File: config.mk
export PLATFORM = sky130hd
export DESIGN_NAME = rsc_eval
export DESIGN_NICKNAME = d
export VERILOG_FILES = /design/src/rtl/core/rsc_pkg.sv /design/src/rtl/core/rsc_eval.sv
export SDC_FILE = /design/constraint.sdc
export NUM_CORES = 1
export LEC_CHECK = 0
export BUFFER_PORTS_ARGS = -buffer_cell sky130_fd_sc_hd__buf_2
export CAP_MARGIN = 20
export CORE_MARGIN = 2
export CORE_UTILIZATION = 45
export CTS_BUF_LIST = sky130_fd_sc_hd__clkbuf_4 sky130_fd_sc_hd__clkbuf_8
export DETAILED_ROUTE_END_ITERATION = 7
export PLACE_DENSITY_LB_ADDON = 0.08
export RECOVER_POWER = 50
export SKIP_CTS_REPAIR_TIMING = 1
export SLEW_MARGIN = 20
export SYNTH_ARGS = -nofsm -noshare
export SYNTH_HDL_FRONTEND = slang
export SYNTH_SLANG_ARGS = --single-unit
export TNS_END_PERCENT = 10
File: constraint.sdc
create_clock -name clk -period 4.77 [get_ports clk]
set_clock_uncertainty 0.2 [all_clocks]
set_input_delay 0.954 -clock clk [delete_from_list [all_inputs] [get_ports clk]]
set_output_delay 0.954 -clock clk [all_outputs]
set_load 0.02 [all_outputs]
File: src/rtl/core/rsc_pkg.sv
package rsc_pkg;

    localparam int PROCESSES  = 8;
    localparam int RESOURCES  = 4;
    localparam int VALUE_BITS = 8;
    localparam int WORK_BITS  = 12;

    // Fixed widths of the request and result fields.
    localparam int FUNC_W      = 2;
    localparam int PROC_IDX_W  = 3;
    localparam int RES_IDX_W   = 2;
    localparam int FIELD_W     = 8;
    localparam int MASK_W      = 8;
    localparam int OUT_COUNT_W = 4;

    localparam int PROC_W     = (PROCESSES > 1) ? $clog2(PROCESSES) : 1;
    localparam int RES_W      = (RESOURCES > 1) ? $clog2(RESOURCES) : 1;
    localparam int CELL_AW    = PROC_W + RES_W;
    localparam int CELL_DEPTH = 1 << CELL_AW;
    localparam int CELL_W     = 2 * VALUE_BITS;
    localparam int COUNT_W    = $clog2(PROCESSES + 1);
    localparam int COUNT_SAT  = (1 << OUT_COUNT_W) - 1;

    typedef enum logic [FUNC_W-1:0] {
        FUNC_CELL  = 2'd0,
        FUNC_AVAIL = 2'd1,
        FUNC_EVAL  = 2'd2
    } func_t;

    typedef enum logic [1:0] {
        ST_IDLE,
        ST_SCAN,
        ST_WAIT,
        ST_APPLY
    } state_t;

    typedef logic [RESOURCES-1:0][VALUE_BITS-1:0] value_vec_t;

    typedef struct packed {
        logic busy;
        logic pending;
    } eval_status_t;

endpackage

File: src/rtl/core/rsc_eval.sv
module rsc_eval
    import rsc_pkg::*;
(
    input  logic                   clk,
    input  logic                   rst_n,
    input  logic                   start,
    input  value_vec_t             avail,
    output logic [CELL_AW-1:0]     rd_addr,
    input  logic [CELL_W-1:0]      rd_data,
    output eval_status_t           status,
    output logic                   out_valid,
    input  logic                   out_ready,
    output logic                   safe,
    output logic [MASK_W-1:0]      finished_mask,
    output logic [OUT_COUNT_W-1:0] finished_count
);

    localparam logic [RES_W-1:0]  RES_LAST  = RES_W'(RESOURCES - 1);
    localparam logic [PROC_W-1:0] PROC_LAST = PROC_W'(PROCESSES - 1);

    state_t state_reg, state_next;

    logic [PROC_W-1:0]    proc_reg, proc_next;
    logic [RES_W-1:0]     res_reg, res_next;
    logic                 rd_valid_reg, rd_valid_next;
    logic [RES_W-1:0]     rd_res_reg, rd_res_next;
    logic                 pass_reg, pass_next;
    logic                 progress_reg, progress_next;
    logic [PROCESSES-1:0] done_reg, done_next;
    logic [RESOURCES-1:0][WORK_BITS-1:0] work_reg, work_next;
    value_vec_t           held_buf_reg, held_buf_next;

    logic                   out_valid_reg, out_valid_next;
    logic                   safe_reg, safe_next;
    logic [MASK_W-1:0]      mask_reg, mask_next;
    logic [OUT_COUNT_W-1:0] count_reg, count_next;

    logic [VALUE_BITS-1:0] rd_held;
    logic [VALUE_BITS-1:0] rd_claim;
    logic                  advance;
    logic                  made;
    logic                  progress_any;
    logic                  finish;
    logic [COUNT_W-1:0]    done_cnt;
    logic [WORK_BITS:0]    sum;

    assign rd_held  = rd_data[CELL_W-1:VALUE_BITS];
    assign rd_claim = rd_data[VALUE_BITS-1:0];

    // A process is either skipped (already finished) in the scan state or
    // decided in the apply state; both move the sweep to the next process.
    always_comb
    begin
        advance      = (state_reg == ST_APPLY) ||
                       ((state_reg == ST_SCAN) && done_reg[proc_reg]);
        made         = (state_reg == ST_APPLY) && pass_reg;
        progress_any = progress_reg | made;
        finish       = advance && (proc_reg == PROC_LAST) && !progress_any;
    end

    always_comb
    begin
        state_next = state_reg;
        unique case (state_reg)
            ST_IDLE:
            begin
                if (start)
                begin
                    state_next = ST_SCAN;
                end
            end
            ST_SCAN:
            begin
                if (advance)
                begin
                    state_next = finish ? ST_IDLE : ST_SCAN;
                end
                else if (res_reg == RES_LAST)
                begin
                    state_next = ST_WAIT;
                end
            end
            ST_WAIT:
            begin
                state_next = ST_APPLY;
            end
            ST_APPLY:
            begin
                state_next = finish ? ST_IDLE : ST_SCAN;
            end
            default:
            begin
                state_next = ST_IDLE;
            end
        endcase
    end

    always_comb
    begin
        proc_next      = proc_reg;
        res_next       = res_reg;
        rd_valid_next  = 1'b0;
        rd_res_next    = rd_res_reg;
        pass_next      = pass_reg;
        progress_next  = progress_reg;
        done_next      = done_reg;
        work_next      = work_reg;
        held_buf_next  = held_buf_reg;
        out_valid_next = out_valid_reg;
        safe_next      = safe_reg;
        mask_next      = mask_reg;
        count_next     = count_reg;
        sum            = '0;
        done_cnt       = '0;

        // Read data comes back in the cycle after the address was issued.
        if (rd_valid_reg)
        begin
            held_buf_next[rd_res_reg] = rd_held;
            if ((rd_claim > rd_held) &&
                (WORK_BITS'(rd_claim - rd_held) > work_reg[rd_res_reg]))
            begin
                pass_next = 1'b0;
            end
        end

        unique case (state_reg)
            ST_IDLE:
            begin
                if (start)
                begin
                    for (int i = 0; i < RESOURCES; i++)
                    begin
                        work_next[i] = WORK_BITS'(avail[i]);
                    end
                    done_next     = '0;
                    proc_next     = '0;
                    res_next      = '0;
                    pass_next     = 1'b1;
                    progress_next = 1'b0;
                end
            end
            ST_SCAN:
            begin
                if (!done_reg[proc_reg])
                begin
                    rd_valid_next = 1'b1;
                    rd_res_next   = res_reg;
                    res_next      = (res_reg == RES_LAST) ? '0 : RES_W'(res_reg + 1'b1);
                end
            end
            ST_WAIT:
            begin
            end
            ST_APPLY:
            begin
                if (pass_reg)
                begin
                    done_next[proc_reg] = 1'b1;
                    for (int i = 0; i < RESOURCES; i++)
                    begin
                        sum = {1'b0, work_reg[i]} + (WORK_BITS + 1)'(held_buf_reg[i]);
                        work_next[i] = sum[WORK_BITS] ? '1 : sum[WORK_BITS-1:0];
                    end
                end
            end
            default:
            begin
            end
        endcase

        if (advance)
        begin
            res_next  = '0;
            pass_next = 1'b1;
            if (proc_reg == PROC_LAST)
            begin
                proc_next     = '0;
                progress_next = 1'b0;
            end
            else
            begin
                proc_next     = PROC_W'(proc_reg + 1'b1);
                progress_next = progress_any;
            end
        end

        if (out_valid_reg && out_ready)
        begin
            out_valid_next = 1'b0;
        end

        if (finish)
        begin
            done_cnt       = COUNT_W'($countones(done_next));
            out_valid_next = 1'b1;
            safe_next      = (done_next == '1);
            count_next     = (int'(done_cnt) > COUNT_SAT) ? OUT_COUNT_W'(COUNT_SAT)
                                                          : OUT_COUNT_W'(done_cnt);
            mask_next      = '0;
            for (int i = 0; i < MASK_W; i++)
            begin
                if (i < PROCESSES)
                begin
                    mask_next[i] = done_next[i];
                end
            end
        end
    end

    always_ff @(posedge clk or negedge rst_n)
    begin
        if (!rst_n)
        begin
            state_reg     <= ST_IDLE;
            proc_reg      <= '0;
            res_reg       <= '0;
            rd_valid_reg  <= 1'b0;
            pass_reg      <= 1'b1;
            progress_reg  <= 1'b0;
            done_reg      <= '0;
            work_reg      <= '0;
            out_valid_reg <= 1'b0;
        end
        else
        begin
            state_reg     <= state_next;
            proc_reg      <= proc_next;
            res_reg       <= res_next;
            rd_valid_reg  <= rd_valid_next;
            pass_reg      <= pass_next;
            progress_reg  <= progress_next;
            done_reg      <= done_next;
            work_reg      <= work_next;
            out_valid_reg <= out_valid_next;
        end
    end

    always_ff @(posedge clk)
    begin
        rd_res_reg   <= rd_res_next;
        held_buf_reg <= held_buf_next;
        safe_reg     <= safe_next;
        mask_reg     <= mask_next;
        count_reg    <= count_next;
    end

    assign rd_addr        = {proc_reg, res_reg};
    assign status.busy    = (state_reg != ST_IDLE);
    assign status.pending = out_valid_reg;
    assign out_valid      = out_valid_reg;
    assign safe           = safe_reg;
    assign finished_mask  = mask_reg;
    assign finished_count = count_reg;

endmodule

---- After elaboration in Yosys (flattened, before gate mapping) ----
Index checks and enable logic that the tools add are counted.
word-level totals
  input port bits ......................... 52
  output and inout port bits .............. 21
  register bits ........................... 114
  logic and storage cells ................. 122
operators by class
  reduce and logical (&&, ||, !) cells .... 22
  muxes and demuxes ....................... 46
  bitwise logic cells ..................... 3
  $lt $le $gt $ge ......................... 6
  add/subtract/negate cells ............... 14
  equal/unequal tests ..................... 11
operators by type and width
  kind                                         count
  48-bit two-way mux                           2
  48-bit case mux with 2 select lines          1
  12-bit two-way mux                           5
  12-bit by 8-bit adder with 13-bit output     4
  32-bit bitwise mux                           1
  12-bit binary-select mux with 2-bit select   1
  8-bit two-way mux                            3
  8-bit demux with 2-bit select                1
  1-bit two-way mux                            16
  8-bit case mux with 2 select lines           1
  2-bit two-way mux                            7
  12-bit greater-than comparator               1
  3-bit two-way mux                            4
  2-bit nonzero test                           5
  8-bit by 8-bit subtractor with 9-bit output  1
  1-bit by 1-bit adder with 2-bit output       4
  8-bit == test, second input constant         1
  8-bit greater-than comparator                1
  1-bit logical AND                            8
  8-bit bitwise OR                             1
  2-bit case mux with 4 select lines           1
  2-bit by 2-bit adder with 3-bit output       2
  2-bit == test, second input constant         3
  3-bit != test, second input constant         2
  22 further kinds                             26

---- Logic depth before layout (Yosys ltp) ----
  depth after elaboration ................. 10
  depth in mapped cells ................... 16
  mapped depth without buffers ............ 15

---- Least setup slack after synthesis ----
No wires, ideal clock.
  path kind ............................... input to register
  start point ............................. input start
  end point ............................... register count_reg[1] (netlist: finished_count[1]) (data pin)
  cell stages on the path ................. 14
  data arrival time ....................... 3918 ps
  path buffers ............................ 2
  data required time ...................... 4320 ps
  setup slack ............................. 402 ps
  setup time .............................. 250 ps
  cells stage by stage .................... nor2b_1 buf_2 or3_1 clkbuf_1 a22o_1 inv_1 fa_1 inv_1 fa_1 fa_1 ha_1 inv_1 fa_1 inv_1
on the way
  longest elaborated chain between the ends .. 5
  elaborated cells on any way between the ends .. 9
  classes of those cells .................. add/sub (7); mux (2)
RTL lines
  item                                                          line             RTL
  start: declaration                                            rsc_eval.sv:6    input logic start,
  8-bit two-way mux                                             rsc_eval.sv:130  if (start)
  8-bit case mux with 2 select lines                            rsc_eval.sv:127  unique case (state_reg)
  named net done_next[3]                                        rsc_eval.sv:29   logic [PROCESSES-1:0] done_reg, done_next;
  1-bit by 1-bit adder with 2-bit output (implied by the code)  rsc_eval.sv:195  done_cnt = COUNT_W'($countones(done_next));
  2-bit by 2-bit adder with 3-bit output (implied by the code)  rsc_eval.sv:195
  3-bit by 3-bit adder with 4-bit output (implied by the code)  rsc_eval.sv:195
  end signal: assignment                                        rsc_eval.sv:245  count_reg <= count_next;
  end: declaration                                              rsc_eval.sv:36   logic [OUT_COUNT_W-1:0] count_reg, count_next;
The timed path passes the listed nets, and every way through them passes these cells.
A chain may end at the register's enable or synchronous reset.

==> metrics.yaml <==
placed_design:
  dp_slack_ns: 0.2591
  routabilityCongestion: 0.8926
  dpl.hpwl_mm: 14.82
  place_area_sq_mm: 0.007878
  place.port_buffers: 72
sta:
  period_share_pct: 93.72
  drv_slew: 70
  setup_ws_ns: 0.2997
  worst_pin_slew_ns: 2.193
  min_period_ns: 4.470
  fmax_mhz: 223.7
  grt_setup_unrepaired: "false"
  setup_viol: 0
  fin_setup_tns_ns: 0
  slew_headroom_pct: -46.22
  hold_viol: 0
critical_path:
  r2r_slack_ns: 0.30
  worstPathCellList: "ha_2, nand2_1, nor3b_1, and2_1, o21a_1, inv_1, fa_1, inv_1, fa_1, fa_1, ha_1, inv_1, fa_1, inv_1"
  crit_fanout: 9
  r2r_cells: 14
  r2r-end: "finished_count[1]$_DFFE_PP_"
  startpoint_type: "register"
  arrival_ns: 4.47
  crit_required_ns: 4.76
  worst_path_largest_cell_delay_ns: 0.51
  crit_slowest_cell: "fa_1"
  worstSetupPathType: "register to register"
  crit_path_end_kind: "register"
grt:
  grt_start_max_net_pins: 39
  antenna_found_initial: 0
  overflow: 0
  grt_pass1_wl_mm: 31.60
  grt.total_usage_pct: 23.62
  grt_pass1_vias: 5919
layout:
  layout.cells.most_common_list: "dfrtp_1, ha_1, buf_2"
  layout-drive-gt1-share_pct: 16.65
  layout_commonest_cell: "dfrtp_1"
  largest_reg_flops: 48
  n_antenna_cell: 0
  stdcell_area_sq_mm: 0.008258
  fin_util_pct: 52.17
  num-nets-final: 893
  area_delta_synth_final_pct: 13.40
synth:
  synth_warnings: 0
  netlist_area_sq_mm: 0.007282
  synth_nets: 819
  async_reset_ff_share_pct: 58.77
  synth_area_per_cell_sq_um: 10.49
  ys_types: 72
  synth_seq_area_share_pct: 42.42
  ys_ff_latch: 114
  synth_edf_count: 47
  syn_inst: 694
  synth-main-ff-cell: "dfrtp_1"
status:
  outcome: "complete, but fails checks"
  violations: "capacitance limit, slew limit"
power:
  p_comb_share_pct: 50.8
  power_density_mw_per_mm2: 647.2
  max-vdd-ir-drop_v: 0.0004140
  switchingPower_mw: 2.327
  intPower_mw: 3.018
  clkPwrFrac_pct: 18.5
  p_sw_share_pct: 43.54
  p_leak_nw: 3.463
  pwr-share-seq_pct: 30.7
floorplanning:
  core_area_sq_mm: 0.01583
  die_area_sq_mm: 0.01722
  dieWidth_um: 131.2
  die_y_um: 131.2
  rows: 46
  ios: 73
  initial_core_util_pct: 46.01
route:
  avgRoutedWirePerCell_um: 19.66
  drc: 0
  drt_iter0_markers: 480
  firstDrtPassIters: 5
  top_layer_used: "met4"
  ant_nets: 0
  wl_met1_mm: 9.079
  vias: 5836
  wl_mm: 19.60
  avgViaCountPerCell: 5.854
  wl_met2_mm: 9.192
  wl_met3_um: 931
cts:
  clk_root_buffer_cell: "clkbuf_8"
  cts.sinks: 114
  clkLatencyLatePin_ns: 0.44
  cts_tree: "done"
  clkSlewWorstSetupHoldPaths_ns: 0.07
  cts_buffers: 17
  cts_max_level: 4
  cts_buffer_depth: 2
hold_path:
  min_to: "rd_res_reg[1]$_DFFE_PP_"
  hold_path_depth: 0
  hold_class: "register to register"
  hp-start: "res_reg[1]$_DFFE_PN0P_"
flow_run:
  maxCapViolCount: 2
worst max path at each step:
| stage | startpoint | end | slack, ns | depth (start not counted) |
|---|---|---|---|---|
| floorplan | start | finished_count[1]$_DFFE_PP_ | 0.40 | 14 |
| global placement | start | finished_count[1]$_DFFE_PP_ | 0.31 | 13 |
| detailed placement | start | finished_count[2]$_DFFE_PP_ | 0.26 | 13 |
| CTS | register | finished_count[1]$_DFFE_PP_ | 0.24 | 14 |
| global route | register | finished_count[1]$_DFFE_PP_ | 0.05 | 14 |
| finish | register | finished_count[1]$_DFFE_PP_ | 0.30 | 14 |
kinds of logic (layout without fill, tap and decap cells):
| kind of cell | after synthesis | in the layout | share of synthesized area, % |
|---|---|---|---|
| AO/OA/AOI/OAI | 239 | 239 | 21.49 |
| XOR/XNOR | 26 | 26 | 3.127 |
| adder cells (fa/ha/maj) | 73 | 73 | 13.47 |
| buffers and inverters | 76 | 163 | 4.141 |
| flip-flops | 114 | 114 | 42.42 |
| multiplexers | 16 | 16 | 4.777 |
| AND/OR/NAND/NOR | 150 | 150 | 10.57 |
synthesized netlist by cell type (14+ instances only):
master | number | area [sq um]
dfrtp_1 | 66 | 1652
ha_1 | 64 | 800.8
nor2_1 | 35 | 131.4
mux4_2 | 14 | 315.3
a21oi_1 | 54 | 270.3
inv_1 | 49 | 183.9
edfxtp_1 | 47 | 1411
xnor2_1 | 14 | 122.6
nand2_1 | 37 | 138.9
o22ai_1 | 17 | 106.4
or3_1 | 17 | 106.4
o21ai_1 | 32 | 160.2
clkbuf_1 | 18 | 67.56
o21ai_0 | 35 | 175.2
a21o_1 | 17 | 127.6
power by group through the flow:
stage,logic (mW),registers [mW],clock network [mW]
floorplan,2.16,1.48,0
global placement,2.64,1.66,0
global route,3.05,1.68,1.06
detailed placement,2.71,1.66,0
CTS,2.73,1.65,1.01
finish,2.72,1.64,0.986
area by class of cell:
class	instances	area, sq um
multi-input cells	504	3885
well taps	216	270.3
flip-flops and latches	114	3089
clock buffers	18	241.5
inverters	52	195.2
repair buffers	79	389.1
clock inverters	14	187.7
fillers	1451	7570
worst max-delay path, delay by kind of cell, from the launching register on:
kind                       cells  cell delay (ns)
and+or+nand+nor                3             0.80
AOI/OAI and AO/OA              1             0.17
DFF                            1             0.42
adders and majority gates      6             2.43
buffers and inverters          4             0.20
routing by layer:
metal	track usage, %	up-vias
li1	-	2745
met1	32.18	2898
met4	6.522	0
met3	5.671	28
met5	0	-
met2	37.84	165
metrics by stage:
| step | power (mW) | instances | hold WS (ns) |
|---|---|---|---|
| finish | 5.345 | 997 | 0.3199 |
| global placement | 4.300 | 965 | 0.3040 |
| global route | 5.789 | 997 | 0.3583 |
| CTS | 5.388 | 997 | 0.3272 |
| floorplan | 3.639 | 694 | 0.2787 |
| detailed placement | 4.379 | 965 | 0.3050 |
No activity file was read; power rests on OpenSTA's default activity.
